File: src/ojt_pkg.sv
// Shared types and codes for the ordered job table.
package ojt_pkg;

    localparam int TABLE_DEPTH_DEF = 16;
    localparam int COUNT_W         = 5;

    localparam logic [1:0] ACT_APPEND = 2'd0;
    localparam logic [1:0] ACT_REMOVE = 2'd1;
    localparam logic [1:0] ACT_QUERY  = 2'd2;

    typedef enum logic [1:0] {
        STATUS_OK       = 2'd0,
        STATUS_FULL     = 2'd1,
        STATUS_NO_MATCH = 2'd2
    } status_t;

    typedef enum logic [2:0] {
        ST_IDLE,
        ST_APPEND,
        ST_SCAN,
        ST_SHIFT,
        ST_FINISH
    } state_t;

    typedef struct packed {
        logic [15:0] time_in;
        logic [7:0]  pickup;
        logic [7:0]  dropoff;
        logic [7:0]  item_type;
        logic [15:0] perish_time;
    } job_rec_t;

    typedef struct packed {
        logic rd_en;
        logic wr_en;
    } mem_ctl_t;

    typedef struct packed {
        status_t  status;
        logic     found;
        job_rec_t rec;
    } result_t;

endpackage

File: src/ojt_store.sv
// Record memory: one write port and one read port with registered read data.
module ojt_store #(
    parameter int TABLE_DEPTH = ojt_pkg::TABLE_DEPTH_DEF,
    localparam int AW = $clog2(TABLE_DEPTH)
) (
    input  logic             clk,
    input  ojt_pkg::mem_ctl_t ctl,
    input  logic [AW-1:0]    wr_addr,
    input  ojt_pkg::job_rec_t wr_data,
    input  logic [AW-1:0]    rd_addr,
    output ojt_pkg::job_rec_t rd_data
);

    ojt_pkg::job_rec_t mem [TABLE_DEPTH];
    ojt_pkg::job_rec_t rd_data_reg;

    always_ff @(posedge clk)
    begin
        if (ctl.wr_en)
        begin
            mem[wr_addr] <= wr_data;
        end
    end

    always_ff @(posedge clk)
    begin
        if (ctl.rd_en)
        begin
            rd_data_reg <= mem[rd_addr];
        end
    end

    assign rd_data = rd_data_reg;

endmodule

File: src/ojt_seq.sv
// Sequencer: walks the table through the shared compare unit, shifts on removal.
module ojt_seq #(
    parameter int TABLE_DEPTH = ojt_pkg::TABLE_DEPTH_DEF,
    localparam int AW = $clog2(TABLE_DEPTH),
    localparam int CW = $clog2(TABLE_DEPTH + 1)
) (
    input  logic               clk,
    input  logic               rst_n,
    input  logic               in_valid,
    output logic               in_stall,
    input  logic [1:0]         in_action,
    input  ojt_pkg::job_rec_t  in_rec,
    output logic               out_valid,
    input  logic               out_stall,
    output ojt_pkg::result_t   out_res,
    output logic [CW-1:0]      out_count,
    output ojt_pkg::mem_ctl_t  mem_ctl,
    output logic [AW-1:0]      wr_addr,
    output ojt_pkg::job_rec_t  wr_data,
    output logic [AW-1:0]      rd_addr,
    input  ojt_pkg::job_rec_t  rd_data
);

    ojt_pkg::state_t   state_reg, state_next;
    logic [1:0]        act_reg, act_next;
    ojt_pkg::job_rec_t req_reg, req_next;
    logic [CW-1:0]     count_reg, count_next;
    logic [CW-1:0]     ptr_reg, ptr_next;
    logic              chk_valid_reg, chk_valid_next;
    logic [AW-1:0]     chk_idx_reg, chk_idx_next;
    logic [AW-1:0]     dst_reg, dst_next;
    logic              pend_reg, pend_next;
    ojt_pkg::result_t  res_reg, res_next;
    logic              out_valid_reg, out_valid_next;
    ojt_pkg::result_t  out_res_reg, out_res_next;
    logic [CW-1:0]     out_count_reg, out_count_next;
    logic              hit;
    logic              accept;

    assign in_stall = (state_reg != ojt_pkg::ST_IDLE);
    assign accept   = in_valid && !in_stall;

    // shared compare unit
    always_comb
    begin
        if (act_reg == ojt_pkg::ACT_REMOVE)
        begin
            hit = (rd_data.time_in == req_reg.time_in) && (rd_data.pickup == req_reg.pickup)
                && (rd_data.dropoff == req_reg.dropoff)
                && (rd_data.item_type == req_reg.item_type);
        end
        else
        begin
            hit = (rd_data.pickup == req_reg.pickup);
        end
    end

    always_ff @(posedge clk or negedge rst_n)
    begin
        if (!rst_n)
        begin
            state_reg     <= ojt_pkg::ST_IDLE;
            count_reg     <= '0;
            chk_valid_reg <= 1'b0;
            pend_reg      <= 1'b0;
            out_valid_reg <= 1'b0;
        end
        else
        begin
            state_reg     <= state_next;
            count_reg     <= count_next;
            chk_valid_reg <= chk_valid_next;
            pend_reg      <= pend_next;
            out_valid_reg <= out_valid_next;
        end
    end

    always_ff @(posedge clk)
    begin
        act_reg       <= act_next;
        req_reg       <= req_next;
        ptr_reg       <= ptr_next;
        chk_idx_reg   <= chk_idx_next;
        dst_reg       <= dst_next;
        res_reg       <= res_next;
        out_res_reg   <= out_res_next;
        out_count_reg <= out_count_next;
    end

    always_comb
    begin
        state_next     = state_reg;
        act_next       = act_reg;
        req_next       = req_reg;
        count_next     = count_reg;
        ptr_next       = ptr_reg;
        chk_valid_next = chk_valid_reg;
        chk_idx_next   = chk_idx_reg;
        dst_next       = dst_reg;
        pend_next      = pend_reg;
        res_next       = res_reg;
        out_valid_next = out_valid_reg && out_stall;
        out_res_next   = out_res_reg;
        out_count_next = out_count_reg;
        mem_ctl        = '0;
        wr_addr        = count_reg[AW-1:0];
        wr_data        = req_reg;
        rd_addr        = ptr_reg[AW-1:0];

        unique case (state_reg)
            ojt_pkg::ST_IDLE:
            begin
                if (accept)
                begin
                    act_next       = in_action;
                    req_next       = in_rec;
                    ptr_next       = '0;
                    chk_valid_next = 1'b0;
                    pend_next      = 1'b0;
                    res_next       = '0;
                    if (in_action == ojt_pkg::ACT_APPEND)
                    begin
                        state_next = ojt_pkg::ST_APPEND;
                    end
                    else if (in_action == ojt_pkg::ACT_REMOVE || in_action == ojt_pkg::ACT_QUERY)
                    begin
                        state_next = ojt_pkg::ST_SCAN;
                    end
                    else
                    begin
                        state_next = ojt_pkg::ST_FINISH;
                    end
                end
            end

            ojt_pkg::ST_APPEND:
            begin
                if (count_reg >= CW'(TABLE_DEPTH))
                begin
                    res_next.status = ojt_pkg::STATUS_FULL;
                end
                else
                begin
                    mem_ctl.wr_en = 1'b1;
                    count_next    = count_reg + 1'b1;
                end
                state_next = ojt_pkg::ST_FINISH;
            end

            ojt_pkg::ST_SCAN:
            begin
                if (chk_valid_reg && hit)
                begin
                    chk_valid_next = 1'b0;
                    if (act_reg == ojt_pkg::ACT_REMOVE)
                    begin
                        res_next.rec = rd_data;
                        ptr_next     = CW'(chk_idx_reg) + 1'b1;
                        pend_next    = 1'b0;
                        state_next   = ojt_pkg::ST_SHIFT;
                    end
                    else
                    begin
                        res_next.found = 1'b1;
                        state_next     = ojt_pkg::ST_FINISH;
                    end
                end
                else if (ptr_reg < count_reg)
                begin
                    mem_ctl.rd_en  = 1'b1;
                    chk_valid_next = 1'b1;
                    chk_idx_next   = ptr_reg[AW-1:0];
                    ptr_next       = ptr_reg + 1'b1;
                end
                else
                begin
                    chk_valid_next = 1'b0;
                    if (act_reg == ojt_pkg::ACT_REMOVE)
                    begin
                        res_next.status = ojt_pkg::STATUS_NO_MATCH;
                    end
                    state_next = ojt_pkg::ST_FINISH;
                end
            end

            ojt_pkg::ST_SHIFT:
            begin
                // write back the entry read last cycle one place toward the head
                wr_addr = dst_reg;
                wr_data = rd_data;
                mem_ctl.wr_en = pend_reg;
                if (ptr_reg < count_reg)
                begin
                    mem_ctl.rd_en = 1'b1;
                    pend_next     = 1'b1;
                    dst_next      = AW'(ptr_reg - 1'b1);
                    ptr_next      = ptr_reg + 1'b1;
                end
                else
                begin
                    pend_next  = 1'b0;
                    count_next = count_reg - 1'b1;
                    state_next = ojt_pkg::ST_FINISH;
                end
            end

            ojt_pkg::ST_FINISH:
            begin
                if (!out_valid_reg || !out_stall)
                begin
                    out_valid_next = 1'b1;
                    out_res_next   = res_reg;
                    out_count_next = count_reg;
                    state_next     = ojt_pkg::ST_IDLE;
                end
            end

            default:
            begin
                state_next = ojt_pkg::ST_IDLE;
            end
        endcase
    end

    assign out_valid = out_valid_reg;
    assign out_res   = out_res_reg;
    assign out_count = out_count_reg;

endmodule

File: src/ordered_job_table.sv
// Ordered job table top level: append, keyed remove and pickup query.
//
//  channel  direction  handshake            payload
//  input    in         in_valid/in_stall    action, time_in, pickup, dropoff, item_type,
//                                           perish_time
//  output   out        out_valid/out_stall  status, found, removed_*, entry_count
//
// Query and remove walk the table through one compare unit, one entry a cycle, each compared
// in the cycle after its registered read; a removal then shifts later entries, one per cycle
// over the single write port. Input stalls while an item is in flight; a finished result
// waits in the output register and the next item may be taken meanwhile.
// Reset clears the count and control state; the record memory needs no clearing.
module ordered_job_table #(
    parameter int TABLE_DEPTH = ojt_pkg::TABLE_DEPTH_DEF,
    localparam int AW = $clog2(TABLE_DEPTH),
    localparam int CW = $clog2(TABLE_DEPTH + 1)
) (
    input  logic        clk,
    input  logic        rst_n,
    input  logic        in_valid,
    output logic        in_stall,
    input  logic [1:0]  action,
    input  logic [15:0] time_in,
    input  logic [7:0]  pickup,
    input  logic [7:0]  dropoff,
    input  logic [7:0]  item_type,
    input  logic [15:0] perish_time,
    output logic        out_valid,
    input  logic        out_stall,
    output logic [1:0]  status,
    output logic        found,
    output logic [15:0] removed_time_in,
    output logic [7:0]  removed_pickup,
    output logic [7:0]  removed_dropoff,
    output logic [7:0]  removed_item_type,
    output logic [15:0] removed_perish_time,
    output logic [4:0]  entry_count
);

    ojt_pkg::job_rec_t in_rec;
    ojt_pkg::job_rec_t wr_data;
    ojt_pkg::job_rec_t rd_data;
    ojt_pkg::mem_ctl_t mem_ctl;
    ojt_pkg::result_t  out_res;
    logic [AW-1:0]     wr_addr;
    logic [AW-1:0]     rd_addr;
    logic [CW-1:0]     out_count;

    assign in_rec.time_in     = time_in;
    assign in_rec.pickup      = pickup;
    assign in_rec.dropoff     = dropoff;
    assign in_rec.item_type   = item_type;
    assign in_rec.perish_time = perish_time;

    ojt_seq #(
        .TABLE_DEPTH (TABLE_DEPTH)
    ) u_seq (
        .clk       (clk),
        .rst_n     (rst_n),
        .in_valid  (in_valid),
        .in_stall  (in_stall),
        .in_action (action),
        .in_rec    (in_rec),
        .out_valid (out_valid),
        .out_stall (out_stall),
        .out_res   (out_res),
        .out_count (out_count),
        .mem_ctl   (mem_ctl),
        .wr_addr   (wr_addr),
        .wr_data   (wr_data),
        .rd_addr   (rd_addr),
        .rd_data   (rd_data)
    );

    ojt_store #(
        .TABLE_DEPTH (TABLE_DEPTH)
    ) u_store (
        .clk     (clk),
        .ctl     (mem_ctl),
        .wr_addr (wr_addr),
        .wr_data (wr_data),
        .rd_addr (rd_addr),
        .rd_data (rd_data)
    );

    assign status              = out_res.status;
    assign found               = out_res.found;
    assign removed_time_in     = out_res.rec.time_in;
    assign removed_pickup      = out_res.rec.pickup;
    assign removed_dropoff     = out_res.rec.dropoff;
    assign removed_item_type   = out_res.rec.item_type;
    assign removed_perish_time = out_res.rec.perish_time;
    assign entry_count         = 5'(out_count);

    a_busy_after_accept: assert property (@(posedge clk) disable iff (!rst_n)
        (in_valid && !in_stall) |=> in_stall)
        else $error("input taken while a transaction is in flight");

    a_full_count: assert property (@(posedge clk) disable iff (!rst_n)
        (out_valid && status == ojt_pkg::STATUS_FULL) |-> (out_count == CW'(TABLE_DEPTH)))
        else $error("full status with table not full");

    a_no_match_zero: assert property (@(posedge clk) disable iff (!rst_n)
        (out_valid && status == ojt_pkg::STATUS_NO_MATCH) |->
        (removed_time_in == '0 && removed_perish_time == '0 && !found))
        else $error("no-match result carries record data");

    a_found_ok: assert property (@(posedge clk) disable iff (!rst_n)
        (out_valid && found) |-> (status == ojt_pkg::STATUS_OK))
        else $error("query hit with error status");

endmodule

File: config.mk
export PLATFORM = sky130hd
export DESIGN_NAME = ordered_job_table
export DESIGN_NICKNAME = d
export VERILOG_FILES = /design/src/ojt_pkg.sv /design/src/ojt_store.sv /design/src/ojt_seq.sv /design/src/ordered_job_table.sv
export SDC_FILE = /design/constraint.sdc
export NUM_CORES = 1
export LEC_CHECK = 0
export ABC_AREA = 1
export BUFFER_PORTS_ARGS = -buffer_cell sky130_fd_sc_hd__buf_2
export CAP_MARGIN = 40
export CORE_MARGIN = 5
export CORE_UTILIZATION = 55
export CTS_CLUSTER_DIAMETER = 40
export CTS_CLUSTER_SIZE = 10
export DETAILED_ROUTE_END_ITERATION = 10
export PLACE_DENSITY = 0.8
export SETUP_SLACK_MARGIN = 0.2
export SLEW_MARGIN = 25
export SYNTH_ARGS = -nofsm -noshare
export SYNTH_HDL_FRONTEND = slang
export SYNTH_SLANG_ARGS = --single-unit
File: constraint.sdc
create_clock -name clk -period 10.4 [get_ports clk]
set_input_delay 1.04 -clock clk [delete_from_list [all_inputs] [get_ports clk]]
set_output_delay 1.04 -clock clk [all_outputs]
set_load 0.05 [all_outputs]
==> results.toml, run 1 <==
[run_status]
status = "finished clean"

[pwr]
vdd_drop_max_mv = 0.287
p_leak_nw = 17.5
p_total_mw = 14.7
powerDensity_mw_per_mm2 = 286
clkPwrFrac_pct = 30.2
p_seq_share_pct = 42.2
swShare_pct = 33.7
internal_power_mw = 9.76
pwr-share-comb_pct = 27.6
p_sw_mw = 4.95

[synth]
ys_seq_area_share_pct = 77.4
syn_area_per_cell_um2 = 13.8
ys_async_sr_fraction_pct = 0.951
synth_edf_count = 1146
yosys.cell_types.count = 38
syn_inst = 3253
synth_seq_cells = 1157
ys.flop_type = "edfxtp_1"
netlist_area_mm2 = 0.0448
yosysWarnings = 0
synth_nets = 3328

[placement]
preCtsSetupSlack_ns = 6.53
io_buffers = 127
dp_hpwl_mm = 57.7
dp.cells = 4352
place_area_mm2 = 0.0471
routabilityCongestion = 0.790

[final_layout]
syn_to_final_growth_pct = 14.8
drive_gt1_share_pct = 13.4
final_nets = 3520
mostFrequentLayoutCell = "edfxtp_1"
largest_reg_flops = 896
seqCellArea_mm2 = 0.0347
mostFrequentLayoutCells = "edfxtp_1, nor2_1, o21ai_0"
multi_input_area_mm2 = 0.00890
final_cells = 4564
fillers = 5388
n_antenna_cell = 0
finish.utilization_pct = 63.7
design_area_mm2 = 0.0514

[timing]
worst_slew_pin_slew_ns = 0.953
fin_skew_ns = 0.0351
rsz0062_at_grt = "no"
setup_tns_ns = 0
hold_ws_ns = 0.197
final_hold_viol_count = 0
period_share_pct = 39.2
post-route-min-period_ns = 4.08
finalWorstSetupSlack_ns = 6.32
timing.fmax_ghz = 0.245
drv_slew = 0
setup_viol = 0
relSlewSlack_pct = 36.4

[clock_tree]
cts_resized = 0
clockBufferDepth = 3
cts_buffers = 145
clk_latency_ns = 0.74
path_clk_slew_ns = 0.06
ctsHoldBuffers = 0
cts_tree = "yes"
postCtsSetupRepairBufs = 0
cts_sinks = 1157
cts_root_buf = "clkbuf_16"
htreeDepth = 4

[drt]
drt_iter0_drc = 4765
ant_nets = 0
vias = 28500
routed_wl_mm = 113
wl_per_cell_um = 24.7
drt_first_pass_iters = 8
drcViolationCount = 0
viasPerCell = 6.25

[die]
die_width_um = 295
row_count = 104
die_h_um = 295
ios = 128
dieArea_mm2 = 0.0873
core_area_mm2 = 0.0807
initial_core_util_pct = 55.5

[critical_path]
worstPathCellList = "buf_4, clkinv_8, buf_16, buf_4, buf_4, o21ai_0, o221ai_1, o211ai_1, nand3_1"
crit_slowest_cell = "buf_4"
cp-start-kind = "flop"
worstPathMaxFanout = 127
critPathMaxStageDelay_ns = 0.79
endpoint_kind = "flop"
cp.required_ns = 11.00
crit_arrival_ns = 4.68
crit_type = "reg2reg"
cpMostUsedCell = "buf_4"

[grt]
grt_overflow = 0
antenna_found_initial = 1
track_usage_pct = 25.4
grt_pass1_vias = 27800
grt_max_degree = 209
grt_pass1_wl_mm = 167

[run]
maxCapViolCount = 0

[hold_path]
hold_class = "in2async"
==> synthesized netlist by cell type (24+ instances only) <==
master	instances	share of area [%]
o221ai_1	78	1.5
edfxtp_1	1146	77
o21ai_1	44	0.49
nor2_1	553	4.6
nand2_1	286	2.4
o211ai_1	34	0.57
xnor2_1	24	0.47
nand3_1	88	0.98
inv_1	108	0.90
o21ai_0	472	5.3
clkbuf_1	111	0.93
buf_2	63	0.70
o22ai_1	150	2.1
==> cell type report <==
cell class	count	share of cell area (%)
flip-flops and latches	1157	67.5
multi-input cells	1781	17.3
clock buffers	165	7.37
repair buffers	245	3.67
well taps	1060	2.58
inverters	115	0.883
clock inverters	41	0.718
==> worst max-delay path: cells and delay by family (launching register included) <==
kind / cells / cell delay (ns)
flip-flops: 1 / 0.36
AND/OR/NAND/NOR: 1 / 0.08
AO/OA/AOI/OAI: 3 / 0.67
buffers and inverters: 5 / 2.68
==> power groups by stage <==
| stage | combinational (mW) | clock [mW] | sequential (mW) |
|---|---|---|---|
| after global placement | 3.67 | 0 | 6.29 |
| after floorplan | 2.45 | 0 | 6.47 |
| after detailed placement | 3.91 | 0 | 6.29 |
| after global routing | 4.39 | 4.70 | 6.24 |
| after CTS | 3.97 | 4.48 | 6.21 |
| final | 4.06 | 4.44 | 6.22 |
==> path summary, 6_finish.rpt <==
kind                                    from                   to  slack [ns]  cells after the start
min in group clk           u_seq.res_reg[58]    u_seq.out_res[58]        0.41                      0
max in group asynchronous              rst_n   u_seq.count_reg[3]        9.99                      1
hold / removal                         rst_n      u_seq.out_valid        0.20                      1
hold reg to reg            u_seq.res_reg[58]    u_seq.out_res[58]        0.41                      0
setup reg to reg            u_seq.ptr_reg[0]  u_store.rd_data[17]        6.32                      9
setup / recovery            u_seq.ptr_reg[0]  u_store.rd_data[17]        6.32                      9
==> routing by layer <==
layer	GRT usage, %	wire length, µm
met1	34.6	41300
met2	40.3	53600
met3	6.60	14000
met4	9.58	3780
met5	0	18
==> cells by family after synthesis <==
group	after synthesis	synth area share [%]
AO/OA/AOI/OAI	794	10.2
XOR/XNOR	34	0.665
adder cells (fa/ha/maj)	13	0.380
buffers and inverters	315	3.08
flip-flops	1157	77.4
AND/OR/NAND/NOR	940	8.25
Note: power is estimated with default switching activity, not from simulation.
==> inputs of run 2 (changes only) <==
--- a/config.mk
+++ b/config.mk
@@ -5,7 +5,7 @@
 export SDC_FILE = /design/constraint.sdc
 export NUM_CORES = 1
 export LEC_CHECK = 0
-export ABC_AREA = 1
+export ABC_AREA = 0
 export BUFFER_PORTS_ARGS = -buffer_cell sky130_fd_sc_hd__buf_2
 export CAP_MARGIN = 40
 export CORE_MARGIN = 5
==> constraint.sdc (replaced) <==
create_clock -name clk -period 3.9 [get_ports clk]
set_input_delay 0.39 -clock clk [delete_from_list [all_inputs] [get_ports clk]]
set_output_delay 0.39 -clock clk [all_outputs]
set_load 0.05 [all_outputs]
==> results.toml, run 2 <==
[pwr]
p_sw_mw = 10.8
p_total_mw = 36.9
powerDensity_mw_per_mm2 = 724
p_seq_share_pct = 44.5
clkPwrFrac_pct = 31.7
vdd_drop_max_mv = 0.503
internal_power_mw = 26.2
pwr-share-comb_pct = 23.8
swShare_pct = 29.1
p_leak_nw = 16.8

[critical_path]
setup.worst_path.start = "u_seq.req_reg[51]"
cp-start-kind = "flop"
ff2ff_setup_slack_ns = 0.43
crit_arrival_ns = 3.91
crit_type = "reg2reg"
worstPathMaxFanout = 40
endpoint_kind = "flop"
crit_slowest_cell = "nor4_1"
cp_top_family = "simple AND/OR/NAND/NOR gates"
critPathMaxStageDelay_ns = 0.78
cp_num_buf_inv = 1
worstReg2RegEnd = "u_store.rd_data[43]"
rr_startpoint = "u_seq.req_reg[51]"
worstPathCellList = "xor2_1, nor4_1, nand4_1, nor3_2, o21a_1, nor2_4, buf_12"
cp.required_ns = 4.33
reg2reg_depth = 7

[drt]
routed_wl_mm = 112
wl_per_cell_um = 33.4
viasPerCell = 6.67
vias = 22400
drt_first_pass_iters = 5
drt_iter0_drc = 3320
drcViolationCount = 0
ant_nets = 0

[timing]
setup_viol = 0
post-route-min-period_ns = 3.47
final_hold_viol_count = 0
timing.fmax_ghz = 0.288
rsz0062_at_grt = "no"
relSlewSlack_pct = 36.7
period_share_pct = 89.1
finalWorstSetupSlack_ns = 0.425
fin_skew_ns = 0.0347
setup_tns_ns = 0
drv_slew = 0
worst_slew_pin_slew_ns = 0.942

[synth]
yosys.cell_types.count = 47
synth_top_cell_area_share_pct = 78.0
syn_area_per_cell_um2 = 22.5
ys_seq_area_share_pct = 78.6
ys.flop_type = "edfxtp_1"
synth_seq_cells = 1157
syn_inst = 1957
synth_nets = 2032
yosysTopAreaCell = "edfxtp_1"
ys_async_sr_fraction_pct = 0.951
netlist_top_cells_area = "edfxtp_1, mux4_2, mux4_1"
synth_commonest_cells = "edfxtp_1, mux4_2, nand2_1"
netlist_area_mm2 = 0.0441
yosysWarnings = 0
synth_edf_count = 1146
yosysMostFrequentCell = "edfxtp_1"

[final_layout]
syn_to_final_growth_pct = 15.7
largest_reg_flops = 896
design_area_mm2 = 0.0510
drive_gt1_share_pct = 26.8
mostFrequentLayoutCell = "edfxtp_1"
final_nets = 2341
mostFrequentLayoutCells = "edfxtp_1, mux4_2, nand2_1"

[clock_tree]
cts_tree = "yes"
htreeDepth = 4
cts_sinks = 1157
clockBufferDepth = 3
path_clk_slew_ns = 0.05
clk_latency_ns = 0.74
cts_resized = 0
cts_root_buf = "clkbuf_16"
cts_buffers = 142

[die]
dieArea_mm2 = 0.0860
die_h_um = 293
initial_core_util_pct = 55.7
die_width_um = 293
core_area_mm2 = 0.0793
row_count = 103
ios = 128

[grt]
grt_pass1_wl_mm = 163
antenna_found_initial = 2
grt_overflow = 0
grt_max_degree = 130
grt_pass1_vias = 23600
track_usage_pct = 26.2

[placement]
preCtsSetupSlack_ns = 0.408
io_buffers = 127
routabilityCongestion = 0.823
place_area_mm2 = 0.0464
dp_hpwl_mm = 53.2

[hold_path]
hold_class = "in2async"

[run]
maxCapViolCount = 0

[run_status]
status = "finished clean"
## run 2: changes by cell type after synthesis, sizes merged, moves of 17 or more
cell / delta
nor2: -528
buf: -38
xnor2: -17
o221ai: -77
o211ai: -34
nand2: -107
xor2: +36
and2: +59
mux4: +280
nand3: -88
inv: -97
o22ai: -143
o21ai: -512
clkbuf: -76
## run 2: logic make-up (layout without fill, tap and decap cells)
| kind of cell | after synthesis | in the layout | share of synthesized area [%] |
|---|---|---|---|
| buffers and inverters | 104 | 453 | 1.39 |
| adder cells (fa/ha/maj) | 13 | 13 | 0.386 |
| multiplexers | 280 | 280 | 14.7 |
| flip-flops | 1157 | 1157 | 78.6 |
| AO/OA/AOI/OAI | 46 | 46 | 0.658 |
| XOR/XNOR | 53 | 53 | 1.05 |
| AND/OR/NAND/NOR | 304 | 304 | 3.15 |
| other | 0 | 1 | 0 |
## run 2: how the worst max path moves through the flow
stage,to,slack (ns),depth (start not counted)
finish,u_store.rd_data[43],0.43,7
detailed placement,u_store.rd_data[43],0.41,7
global route,u_store.rd_data[54],0.46,7
floorplan,u_store.mem[7][0],-0.35,7
global placement,u_store.rd_data[43],0.45,7
CTS,u_store.rd_data[36],0.30,7
## run 2: area by class of cell
class / count / area (µm²)
Multi-Input combinational cell: 696 / 8970
Inverter: 18 / 67.6
Tap cell: 1050 / 1310
Sequential cell: 1157 / 34700
Timing Repair Buffer: 251 / 1990
Clock buffer: 156 / 3720
Fill cell: 4674 / 28200
Antenna cell: 1 / 2.50
Clock inverter: 28 / 292
## run 2: routing by layer
metal	track usage, %	share of wire, %	vias up
li1	-	-	8672
met1	33.8	34	11500
met2	43.4	50	1877
met3	6.67	11	368
met4	10.8	4.5	0
met5	0	0	-
## run 2: metrics by stage
step                      hold slack (ns)  std cells  util [%]
after CTS                          0.0649       3353      64.3
after global placement              0.275       3100      58.3
after floorplan                    0.0944       1957         -
after global routing                0.130       3356      64.4
after detailed placement            0.281       3109      58.5
final                               0.102       3357      64.4
## run 2: repair_timing
action,CTS,global route
setup buffers,0,1
hold buffers,60,0
hold endpoints to repair,71,0
endpoints found under the setup margin,0,52
## run 2: power by group through the flow
| stage | Clock, mW | Sequential [mW] | Combinational, mW |
|---|---|---|---|
| floorplan | 0 | 16.9 | 5.67 |
| global placement | 0 | 16.5 | 7.98 |
| detailed placement | 0 | 16.6 | 8.33 |
| CTS | 11.8 | 16.4 | 8.71 |
| global route | 12.4 | 16.5 | 9.25 |
| finish | 11.7 | 16.4 | 8.80 |
